[config.mk]
export PLATFORM = sky130hd
export DESIGN_NAME = rtg_back
export DESIGN_NICKNAME = d
export VERILOG_FILES = /design/src/design/rtg_pkg.sv /design/src/design/rtg_back.sv
export SDC_FILE = /design/constraint.sdc
export NUM_CORES = 1
export LEC_CHECK = 0
export ABC_AREA = 1
export BUFFER_PORTS_ARGS = -buffer_cell sky130_fd_sc_hd__buf_2
export CAP_MARGIN = 20
export CORE_MARGIN = 2
export CORE_UTILIZATION = 50
export CTS_CLUSTER_DIAMETER = 40
export CTS_CLUSTER_SIZE = 12
export DETAILED_ROUTE_END_ITERATION = 10
export GPL_ROUTABILITY_DRIVEN = 0
export HOLD_SLACK_MARGIN = 0.02
export PLACE_DENSITY = 0.77
export SYNTH_ARGS = -nofsm -noshare
export SYNTH_HDL_FRONTEND = slang
export SYNTH_SLANG_ARGS = --single-unit
[constraint.sdc]
create_clock -name clk_i -period 2.4 [get_ports clk_i]
set_input_delay 0.48 -clock clk_i [delete_from_list [all_inputs] [get_ports clk_i]]
set_output_delay 0.48 -clock clk_i [all_outputs]
set_load 0.005 [all_outputs]
[src/design/rtg_pkg.sv]
// ----------------------------------------------------------------------------
// rtg_pkg: shared types and constants
// Register indexes, the configuration struct and the CORDIC arctangent table
// for the turn-then-drive steering block.
// ----------------------------------------------------------------------------
package rtg_pkg;

  // Configuration register indexes.
  localparam logic [2:0] REG_MAX_TURN_RATE   = 3'd0;
  localparam logic [2:0] REG_ARRIVE_DISTANCE = 3'd1;
  localparam logic [2:0] REG_SPEED_GAIN      = 3'd2;
  localparam logic [2:0] REG_SPEED_LIMIT     = 3'd3;
  localparam logic [2:0] REG_TURN_GAIN       = 3'd4;

  // Pre-rotation angle pi/2 and turn-in-place threshold pi/9, both Q3.12.
  localparam logic signed [15:0] HALF_PI_Q12    = 16'sd6434;
  localparam logic signed [15:0] BEAR_LIMIT_Q12 = 16'sd1430;

  // Widths of the CORDIC datapath and of the square root.
  localparam int unsigned CW       = 27;
  localparam int unsigned ZW       = 16;
  localparam int unsigned SQ_STEPS = 16;

  typedef struct packed {
    logic [14:0] max_turn_rate;
    logic [14:0] arrive_distance;
    logic [15:0] speed_gain;
    logic [14:0] speed_limit;
    logic [15:0] turn_gain;
  } cfg_t;

  // round(atan(2^-i) * 4096)
  function automatic logic signed [ZW-1:0] atan_q12(input logic [4:0] i);
    logic signed [ZW-1:0] r;
    r = '0;
    case (i)
      5'd0:  r = 16'sd3217;
      5'd1:  r = 16'sd1899;
      5'd2:  r = 16'sd1003;
      5'd3:  r = 16'sd509;
      5'd4:  r = 16'sd256;
      5'd5:  r = 16'sd128;
      5'd6:  r = 16'sd64;
      5'd7:  r = 16'sd32;
      5'd8:  r = 16'sd16;
      5'd9:  r = 16'sd8;
      5'd10: r = 16'sd4;
      5'd11: r = 16'sd2;
      5'd12: r = 16'sd1;
      default: r = '0;
    endcase
    return r;
  endfunction

endpackage

[src/design/rtg_back.sv]
// ----------------------------------------------------------------------------
// rtg_back: command stages
// Scales distance and bearing by the gains, then saturates, clamps and
// picks the arrived, turn-in-place or drive command into the output register.
// ----------------------------------------------------------------------------
module rtg_back import rtg_pkg::*; (
  input  logic                 clk_i,
  input  logic                 rst_ni,
  input  logic                 adv_i,
  input  cfg_t                 cfg_i,
  input  logic                 valid_i,
  input  logic [15:0]          dist_i,
  input  logic signed [ZW-1:0] alpha_i,
  output logic                 valid_o,
  output logic [14:0]          fwd_o,
  output logic signed [15:0]   turn_o,
  output logic                 arrived_o
);

  logic               vd_q, ve_q;
  logic [31:0]        fprod_q;
  logic signed [32:0] tprod_q;
  logic               arr_q, big_q, pos_q;
  logic [14:0]        fwd_d;
  logic signed [15:0] turn_d;
  logic               arr_d;
  logic [23:0]        fsh;
  logic signed [20:0] tsh, lim;

  assign fsh = fprod_q[31:8];
  assign tsh = tprod_q[32:12];
  assign lim = {6'd0, cfg_i.max_turn_rate};

  always_comb begin
    fwd_d  = '0;
    turn_d = '0;
    arr_d  = 1'b0;
    if (arr_q) begin
      arr_d = 1'b1;
    end else if (big_q) begin
      turn_d = pos_q ? lim[15:0] : 16'(-lim);
    end else begin
      fwd_d = (fsh > {9'd0, cfg_i.speed_limit}) ? cfg_i.speed_limit : fsh[14:0];
      if (tsh > lim) begin
        turn_d = lim[15:0];
      end else if (tsh < -lim) begin
        turn_d = 16'(-lim);
      end else begin
        turn_d = tsh[15:0];
      end
    end
  end

  always_ff @(posedge clk_i or negedge rst_ni) begin
    if (!rst_ni) begin
      vd_q <= 1'b0;
      ve_q <= 1'b0;
    end else if (adv_i) begin
      vd_q <= valid_i;
      ve_q <= vd_q;
    end
  end

  always_ff @(posedge clk_i) begin
    if (adv_i) begin
      fprod_q   <= cfg_i.speed_gain * dist_i;
      tprod_q   <= $signed({1'b0, cfg_i.turn_gain}) * alpha_i;
      arr_q     <= dist_i <= {1'b0, cfg_i.arrive_distance};
      big_q     <= (alpha_i > BEAR_LIMIT_Q12) || (alpha_i < -BEAR_LIMIT_Q12);
      pos_q     <= alpha_i > 0;
      fwd_o     <= fwd_d;
      turn_o    <= turn_d;
      arrived_o <= arr_d;
    end
  end

  assign valid_o = ve_q;

endmodule
==> impl_metrics.csv <==
group,metric,value,unit
die,die_area,48800,um^2
layout,final_nets,4329,
detailed_routing,wl_per_cell,17.2,um
die,initial_core_util,50.6,%
layout,diodes,0,
global_route,grt_pass1_wl,109,mm
worst_setup_path,critPathMaxStageDelay,0.58,ns
layout,postLayoutCoreUtil,68.9,%
cts,root_buffer,"clkbuf_16",
placed_design,hpwl,51.6,mm
detailed_routing,drtAntennaViolNets,0,
sta,rsz0062_at_grt,"yes",
run_status,outcome,"finished with violations",
synthesis,syn_avg_cell_area,7.72,um^2
placed_design,pre_cts_slack,-3.17,ns
global_route,grtUsageTotal,27.1,%
detailed_routing,drt_iter0_markers,1853,
synthesis,synth_edf_count,80,
worst_setup_path,crit_type,"input port to flop",
synthesis,netlist.area_leader.share,32.9,%
min_path,hp-class,"input port to flop",
sta,skew,0.0103,ns
run_status,violations,"negative setup slack",
synthesis,synth_largest_area_cell,"fa_1",
worst_setup_path,required,2.51,ns
synthesis,yosysWarnings,0,
die,fp.dieH,221,um
global_route,grt_pass1_vias,22300,
sta,relSlewSlack,35.5,%
synthesis,synth_area_leaders,"fa_1 (33%), ha_1 (15%), inv_1 (13%), nand2_1 (12%), edfxtp_1 (10%)",
detailed_routing,drc,0,
die,core_area,46500,um^2
cts,cts.htree.levels,3,
die,die_w,221,um
cts,clkTransAtPathRegs,0.07,ns
cts,cts_buffers,9,
cts,tritoncts_num_sinks,82,
sta,fin_hold_ws,0.354,ns
worst_setup_path,crit_top_cell,"fa_1",
synthesis,ys.flop_type,"edfxtp_1",
sta,final_hold_viol_count,0,
layout,drive_gt1_share,33.4,%
layout,syn2layout_area_growth,36.2,%
worst_setup_path,r2r-start,"tprod_q[27]",
detailed_routing,drt_pre_antenna_iters,9,
cts,cts_tree,"done",
synthesis,synth_cell_types,55,
detailed_routing,via_per_inst,5.31,
synthesis,ys_seq_area_share,10.4,%
global_route,antenna_found_initial,1,
worst_setup_path,worstPathCellList,"buf_12, buf_4, nand2_2, fa_1, fa_1, fa_2, fa_1, inv_2, fa_1, inv_2, fa_2, inv_2, ha_4, a21o_4, a21oi_4, o21ai_4, a221oi_2, nand2_1, nand2_1, nand2_1",
sta,drv_slew,0,
worst_setup_path,arrival,5.31,ns
sta,period_share,217,%
sta,clock.fmax,0.192,GHz
sta,worstMarginPinSlew,0.963,ns
worst_setup_path,timing.reg2reg.setup_slack,-0.06,ns
detailed_routing,drt-total-wl,71.6,mm
worst_setup_path,crit_buf_inv,5,
sta,setup_violations,61,
worst_setup_path,crit_start,"cfg_i[41]",
worst_setup_path,cp-end-kind,"flop",
worst_setup_path,cp-start-kind,"input port",
die,row_count,79,
synthesis,syn_inst,3045,
synthesis,syn_nets,3830,
worst_setup_path,critical_path.top_delay_family,"adder cells",
global_route,grt-ovfl-total,0,
worst_setup_path,slowest_stage,"fa_1",
layout,n_fill_cell,3181,
worst_setup_path,crit_fanout,8,
sta,fin_crit,5.20,ns
cts,cts_buffer_depth,2,
sta,worst_slack,-2.80,ns
min_path,worstHoldStart,"valid_i",
synthesis,synth-seq-cells,82,
placed_design,port_buffers,145,
flow_run,drv_cap,0,
synthesis,mappedNetlistArea,23500,um^2
global_route,grt_max_degree,85,
detailed_routing,vias,22100,
cts,clkLatencyLatePin,0.35,ns
synthesis,async_flop_share,2.44,%
die,io_pins,146,
==> area by class of cell <==
cell class	count	area, um^2	area share, %
clock buffers	11	233	0.727
clock inverters	5	56.3	0.176
inverters	833	3160	9.86
multi-input cells	1999	19900	62.1
flip-flops and latches	82	2450	7.66
well taps	607	759	2.37
repair buffers	619	5490	17.1
==> worst register-to-register path, cell delays in order, from the launching register on <==
cell and delay, ns:
edfxtp_1 0.47, ha_1 0.34, nand2_2 0.06, buf_4 0.14
nor2_4 0.10, nand2_2 0.07, nor2_2 0.11, nand2_2 0.09
nand4_1 0.21, nand2_8 0.13, buf_12 0.16, nand2_2 0.05
o211ai_2 0.07, nand3_1 0.10, nand2_1 0.09
==> state kept, by name (all words and copies together) (netlist names) <==
register and flops:
tprod_q 21, arrived_o 1, fwd_o 15, turn_o 16, vd_q 1, pos_q 1
valid_o 1, fprod_q 24, arr_q 1, big_q 1
==> path summary, 6_finish.rpt <==
path                               end  cells after the start
min in group asynchronous      valid_o                      2
max reg2reg                  turn_o[7]                     14
min reg2reg                    valid_o                      2
max                        fprod_q[26]                     20
max in group asynchronous         vd_q                      2
min                               vd_q                      3
==> Yosys cell counts, types with 4 or more instances <==
master and n:
o21a_1 7, o21ai_0 65, a21oi_1 107, inv_1 831, o21ai_2 7, o21bai_1 4, nand4_1 17, nand2_2 10
o211ai_1 13, ha_1 286, a21o_1 9, or2_2 8, nor3_1 19, a31oi_1 15, o21ai_1 10, edfxtp_1 80
buf_2 5, buf_1 6, nand3_2 5, clkbuf_1 115, xnor2_1 14, nor4_1 9, o211ai_2 7, o221ai_1 5
fa_1 386, nand2_1 745, nor2_1 148, nand3_1 38, xor2_1 36
==> placed cells by master, fill, tap and decap left out, types with 32 or more instances in the layout <==
cell	n
a21oi_1	49
a21oi_2	40
buf_12	35
buf_2	87
buf_4	373
buf_6	97
edfxtp_1	80
fa_1	354
fa_2	32
ha_1	232
ha_4	45
inv_1	719
inv_2	108
nand2_1	623
nand2_2	84
nand2_4	47
nor2_1	103
o21ai_0	39
==> cells by family (layout without fill, tap and decap cells) <==
family,Yosys count,after routing,share of synthesized area (%)
and+or+nand+nor,1018,1018,17.6
buffers and inverters,964,1468,15.6
adders and majority gates,672,672,48.1
AOI/OAI and AO/OA,259,259,6.49
DFF,82,82,10.4
xor gates and xnor gates,50,50,1.86
==> metal layers <==
metal / track usage, % / routed length (um) / vias up
li1: - / - / 10000
met1: 36.3 / 28500 / 10700
met2: 46.3 / 35300 / 1046
met3: 3.74 / 5370 / 245
met4: 7.14 / 2400 / 2
met5: 0 / 11 / -
==> stage by stage <==
stage	cells	TNS (ns)	instance area [um^2]
after floorplan	3045	-127.44	25200
after global placement	4036	-148.19	28100
after detailed placement	4036	-152.89	28100
after CTS	4127	-118.29	31000
after global routing	4156	-134.50	32000
final	4156	-125.84	32000
==> repair_timing <==
action | in CTS | in global routing
hold buffers | 1 | 0
resized for setup | 530 | 202
cloned | 3 | 3
buffers inserted | 80 | 30
pin swaps | 253 | 148
hold endpoints to repair | 2 | 0
endpoints found under the setup margin | 61 | 61
Power is not shown: default switching activity piles up to over one toggle a cycle in this logic, so the estimate is an artifact.
