`config.mk`:
```
export PLATFORM = sky130hd
export DESIGN_NAME = rtg_front
export DESIGN_NICKNAME = d
export VERILOG_FILES = /design/src/design/rtg_pkg.sv /design/src/design/rtg_front.sv
export SDC_FILE = /design/constraint.sdc
export NUM_CORES = 1
export LEC_CHECK = 0
export BUFFER_PORTS_ARGS = -buffer_cell sky130_fd_sc_hd__buf_2
export CORE_ASPECT_RATIO = 2
export CORE_MARGIN = 2
export CORE_UTILIZATION = 45
export CTS_CLUSTER_DIAMETER = 60
export DETAILED_ROUTE_END_ITERATION = 8
export SLEW_MARGIN = 30
export SYNTH_ARGS = -nofsm -noshare
export SYNTH_HDL_FRONTEND = slang
export SYNTH_SLANG_ARGS = --single-unit
```
`constraint.sdc`:
```
create_clock -name clk_i -period 7.25 [get_ports clk_i]
set_clock_uncertainty 0.1 [all_clocks]
set_input_delay 0 -clock clk_i [delete_from_list [all_inputs] [get_ports clk_i]]
set_output_delay 0 -clock clk_i [all_outputs]
set_load 0.02 [all_outputs]
```
`src/design/rtg_pkg.sv`:
```
// ----------------------------------------------------------------------------
// rtg_pkg: shared types and constants
// Register indexes, the configuration struct and the CORDIC arctangent table
// for the turn-then-drive steering block.
// ----------------------------------------------------------------------------
package rtg_pkg;

  // Configuration register indexes.
  localparam logic [2:0] REG_MAX_TURN_RATE   = 3'd0;
  localparam logic [2:0] REG_ARRIVE_DISTANCE = 3'd1;
  localparam logic [2:0] REG_SPEED_GAIN      = 3'd2;
  localparam logic [2:0] REG_SPEED_LIMIT     = 3'd3;
  localparam logic [2:0] REG_TURN_GAIN       = 3'd4;

  // Pre-rotation angle pi/2 and turn-in-place threshold pi/9, both Q3.12.
  localparam logic signed [15:0] HALF_PI_Q12    = 16'sd6434;
  localparam logic signed [15:0] BEAR_LIMIT_Q12 = 16'sd1430;

  // Widths of the CORDIC datapath and of the square root.
  localparam int unsigned CW       = 27;
  localparam int unsigned ZW       = 16;
  localparam int unsigned SQ_STEPS = 16;

  typedef struct packed {
    logic [14:0] max_turn_rate;
    logic [14:0] arrive_distance;
    logic [15:0] speed_gain;
    logic [14:0] speed_limit;
    logic [15:0] turn_gain;
  } cfg_t;

  // round(atan(2^-i) * 4096)
  function automatic logic signed [ZW-1:0] atan_q12(input logic [4:0] i);
    logic signed [ZW-1:0] r;
    r = '0;
    case (i)
      5'd0:  r = 16'sd3217;
      5'd1:  r = 16'sd1899;
      5'd2:  r = 16'sd1003;
      5'd3:  r = 16'sd509;
      5'd4:  r = 16'sd256;
      5'd5:  r = 16'sd128;
      5'd6:  r = 16'sd64;
      5'd7:  r = 16'sd32;
      5'd8:  r = 16'sd16;
      5'd9:  r = 16'sd8;
      5'd10: r = 16'sd4;
      5'd11: r = 16'sd2;
      5'd12: r = 16'sd1;
      default: r = '0;
    endcase
    return r;
  endfunction

endpackage

```
`src/design/rtg_front.sv`:
```
// ----------------------------------------------------------------------------
// rtg_front: input stages
// Registers the goal, squares both coordinates, sums the squares and
// pre-rotates the vector into the right half plane for the CORDIC.
// ----------------------------------------------------------------------------
module rtg_front import rtg_pkg::*; (
  input  logic                 clk_i,
  input  logic                 rst_ni,
  input  logic                 adv_i,
  input  logic                 valid_i,
  input  logic signed [15:0]   dx_i,
  input  logic signed [15:0]   dy_i,
  output logic                 valid_o,
  output logic [31:0]          sum_o,
  output logic signed [CW-1:0] x_o,
  output logic signed [CW-1:0] y_o,
  output logic signed [ZW-1:0] z_o
);

  logic                 va_q, vb_q, vc_q;
  logic signed [15:0]   dx_q, dy_q;
  logic [30:0]          sqx_q, sqy_q;
  logic signed [CW-1:0] xb_q, yb_q, xc_q, yc_q;
  logic signed [ZW-1:0] zb_q, zc_q;
  logic signed [31:0]   sqx_d, sqy_d;
  logic signed [CW-1:0] sx, sy, xb_d, yb_d;
  logic signed [ZW-1:0] zb_d;

  assign sqx_d = dx_q * dx_q;
  assign sqy_d = dy_q * dy_q;
  assign sx = {{(CW-24){dx_q[15]}}, dx_q, 8'h00};
  assign sy = {{(CW-24){dy_q[15]}}, dy_q, 8'h00};

  always_comb begin
    xb_d = sx;
    yb_d = sy;
    zb_d = '0;
    if (sx < 0) begin
      if (sy >= 0) begin
        xb_d = sy;
        yb_d = -sx;
        zb_d = HALF_PI_Q12;
      end else begin
        xb_d = -sy;
        yb_d = sx;
        zb_d = -HALF_PI_Q12;
      end
    end
  end

  always_ff @(posedge clk_i or negedge rst_ni) begin
    if (!rst_ni) begin
      va_q <= 1'b0;
      vb_q <= 1'b0;
      vc_q <= 1'b0;
    end else if (adv_i) begin
      va_q <= valid_i;
      vb_q <= va_q;
      vc_q <= vb_q;
    end
  end

  always_ff @(posedge clk_i) begin
    if (adv_i) begin
      dx_q  <= dx_i;
      dy_q  <= dy_i;
      sqx_q <= sqx_d[30:0];
      sqy_q <= sqy_d[30:0];
      xb_q  <= xb_d;
      yb_q  <= yb_d;
      zb_q  <= zb_d;
      sum_o <= {1'b0, sqx_q} + {1'b0, sqy_q};
      xc_q  <= xb_q;
      yc_q  <= yb_q;
      zc_q  <= zb_q;
    end
  end

  assign valid_o = vc_q;
  assign x_o     = xc_q;
  assign y_o     = yc_q;
  assign z_o     = zc_q;

endmodule

```
==> metrics.yaml <==
run_status:
  status: "finished clean"
min_path:
  hold_end: "dx_q[9]$_DFFE_PP_"
  hp-start: "dx_i[9]"
  hold_path.class: "primary input to flip-flop"
  hold_depth: 2
sta:
  hold_viol_final: 0
  layout_min_cycle_time_ns: 6.97
  period_share: 0.962
  tightest_slew_ns: 0.971
  clock.fmax_mhz: 143
  setup_violations: 0
  slew_headroom: 0.348
  drv_slew: 0
yosys:
  synth-compound-area-share: 0.0657
  syn_area_mm2: 0.0261
  yosysUniqueCellTypes: 63
  yosys-top-cells-count: "inv_1 (648), fa_1 (459), ha_1 (207)"
  ys.flop_type: "edfxtp_1"
  yosys.area.top_type: "fa_1"
  netlist.area_leader.share: 0.352
  async_flop_share: 0.0144
  synthMuxAreaShare: 0.00522
  synth.avg_cell_area_um2: 10.4
  synth.area.top_cells: "fa_1 (35%), edfxtp_1 (24%), ha_1 (9.9%)"
  synthesis.instances: 2522
  synth_top_family_by_area: "adder cells"
  yosysSeqAreaShare: 0.240
  synth_edf_count: 206
  synth_xor_area_frac: 0.0443
  synthSimpleGateAreaFrac: 0.0805
  ys_warn_count: 0
  synthAdderAreaFrac: 0.451
  ys_ff_latch: 209
  synth_most_common_cell: "inv_1"
route:
  vias_per_cell: 5.09
  first_pass_iters: 5
  wire_per_inst_um: 20.3
  ant_nets: 0
  finalWirelength_mm: 71.8
  drt_iter0_drc: 838
  vias: 17986
  drc: 0
layout:
  finalCoreUtilization: 0.516
  drive_gt1_frac: 0.111
  syn_to_final_growth_pct: 13.2
  layoutNonFillerInstCount: 3532
  antenna_cells: 0
  layout.nets: 3457
clock_tree:
  max-clock-path-buffers: 3
  htree_num_levels: 1
  numCtsBuffers: 27
  cts_sinks: 209
  cts-root-buf: "clkbuf_16"
  path_clk_slew_ns: 0.06
  cts_tree: "built"
  clock_latency_ns: 0.60
job:
  drv_cap: 0
floorplanning:
  coreArea_mm2: 0.0572
  die_h_um: 345
  std_cell_rows: 124
  dieArea_mm2: 0.0601
  start_util: 0.456
  die-width_um: 174
  ios: 139
grt:
  grt_usage: 0.253
  grt_remaining_overflow: 0
  grt_first_pass_wirelength_mm: 114
  grt_max_degree: 141
  antenna_found_initial: 0
  grt_pass1_vias: 20605
placement:
  portBuffers: 121
  post-dp-hpwl_mm: 60.1
  placedCellCount: 3417
  gp_congestion: 0.925
critical_path:
  crit_fanout: 6
  startpoint_type: "flip-flop"
  rr_startpoint: "dx_q[3]$_DFFE_PP_"
  reg2reg_slack_ns: 0.28
  path_class: "flip-flop to flip-flop"
  critPathCaptureType: "flip-flop"
  worstPathArrival_ns: 7.21
  r2r_end: "sqx_q[28]$_DFFE_PP_"
  critPathRequiredTime_ns: 7.48
  reg2reg_depth: 23
-- stage by stage --
stage | area [um2] | TNS, ns | setup WS (ns) | hold slack, ns
floorplan | 26200 | 0 | 0.367 | -0.396
global placement | 28000 | 0 | 0.269 | -0.307
detailed placement | 28000 | 0 | 0.217 | -0.303
CTS | 29400 | 0 | 0.195 | 0.000349
global route | 29500 | -0.00809 | -0.00809 | 0.0314
finish | 29500 | 0 | 0.277 | 0.0324
-- how the worst max path moves through the flow --
stage               slack (ns)                   to                from  depth (start not counted)
floorplan                 0.37  sqy_q[30]$_DFFE_PP_  dy_q[15]$_DFFE_PP_                         25
CTS                       0.19  sqx_q[30]$_DFFE_PP_   dx_q[6]$_DFFE_PP_                         22
finish                    0.28  sqx_q[28]$_DFFE_PP_   dx_q[3]$_DFFE_PP_                         23
global placement          0.27  sqx_q[30]$_DFFE_PP_   dx_q[6]$_DFFE_PP_                         22
global route            -0.008  sqx_q[28]$_DFFE_PP_   dx_q[3]$_DFFE_PP_                         23
detailed placement        0.22  sqx_q[30]$_DFFE_PP_   dx_q[6]$_DFFE_PP_                         22
-- worst max-delay path: stages (launching register included) --
cell        delay, ns
edfxtp_1         0.47
buf_4            0.17
clkinvlp_4       0.16
nor2_1           0.29
ha_1             0.31
xor2_1           0.19
fa_1             0.51
fa_1             0.52
inv_1            0.05
fa_1             0.51
fa_1             0.50
inv_1            0.05
fa_1             0.47
inv_1            0.04
ha_1             0.33
and3_1           0.22
and3_1           0.17
o211ai_1         0.18
a41oi_1          0.24
o21ba_1          0.25
o41a_1           0.43
a41o_1           0.28
a21oi_1          0.17
xnor2_1          0.10
-- per-layer routing --
layer | vias up | wire, um | global-route usage
met1 | 9140 | 23800 | 0.256
met5 | - | 0 | 0
met4 | 0 | 6150 | 0.183
met3 | 198 | 2450 | 0.0207
li1 | 8167 | - | -
met2 | 481 | 39400 | 0.485
-- cell usage in the layout, fill, tap and decap left out, types with 5 or more instances in the layout --
| cell type | instances |
|---|---|
| fa_1 | 459 |
| nor2_1 | 157 |
| buf_2 | 120 |
| and2_1 | 47 |
| a31oi_1 | 9 |
| ha_1 | 207 |
| nand2b_1 | 11 |
| xor2_1 | 25 |
| conb_1 | 20 |
| inv_8 | 6 |
| mux2_2 | 5 |
| buf_4 | 111 |
| o21ai_0 | 32 |
| o21a_1 | 14 |
| a31o_2 | 5 |
| a21o_1 | 36 |
| nor4_1 | 5 |
| nand3_1 | 17 |
| edfxtp_1 | 206 |
| nor2b_1 | 11 |
| a211oi_1 | 9 |
| mux2i_1 | 8 |
| xnor2_1 | 107 |
| nor3_1 | 16 |
| clkinv_1 | 9 |
| or2_2 | 7 |
| inv_1 | 648 |
| nand2_1 | 183 |
| o31ai_1 | 7 |
| o21bai_1 | 11 |
| a21oi_1 | 88 |
| clkbuf_16 | 27 |
| or3_1 | 6 |
| o21ai_1 | 15 |
| dlygate4sd3_1 | 47 |
| and3_1 | 9 |
| inv_2 | 5 |
-- what timing repair did --
item	in CTS	in global routing
endpoints found under the hold margin	105	0
gates resized for setup	0	2
setup endpoints to repair	0	4
buffers inserted	0	18
hold buffers	47	0
-- final cells by class --
class | instances | area (um2)
fillers | 5260 | 27700
clock buffers | 28 | 679
multi-input cells | 1574 | 17000
flip-flops and latches | 209 | 6260
inverters | 662 | 2490
well taps | 756 | 946
clock inverters | 22 | 241
repair buffers | 281 | 1960
-- kinds of logic after synthesis --
logic type / Yosys count
AO/OA/AOI/OAI: 266
multiplexers: 13
adder cells (fa/ha/maj): 666
buffers and inverters: 758
flip-flops: 209
XOR/XNOR: 132
other: 1
AND/OR/NAND/NOR: 477
-- registers in the layout, indices dropped and copies added, names as in the netlist --
register  flops
va_q          1
z_o           3
dy_q         16
sqx_q        30
y_o          19
yb_q         19
x_o          19
zb_q          3
sum_o        32
dx_q         16
valid_o       1
sqy_q        30
vb_q          1
xb_q         19
Power is not shown: default switching activity piles up to over one toggle a cycle in this logic, so the estimate is an artifact.
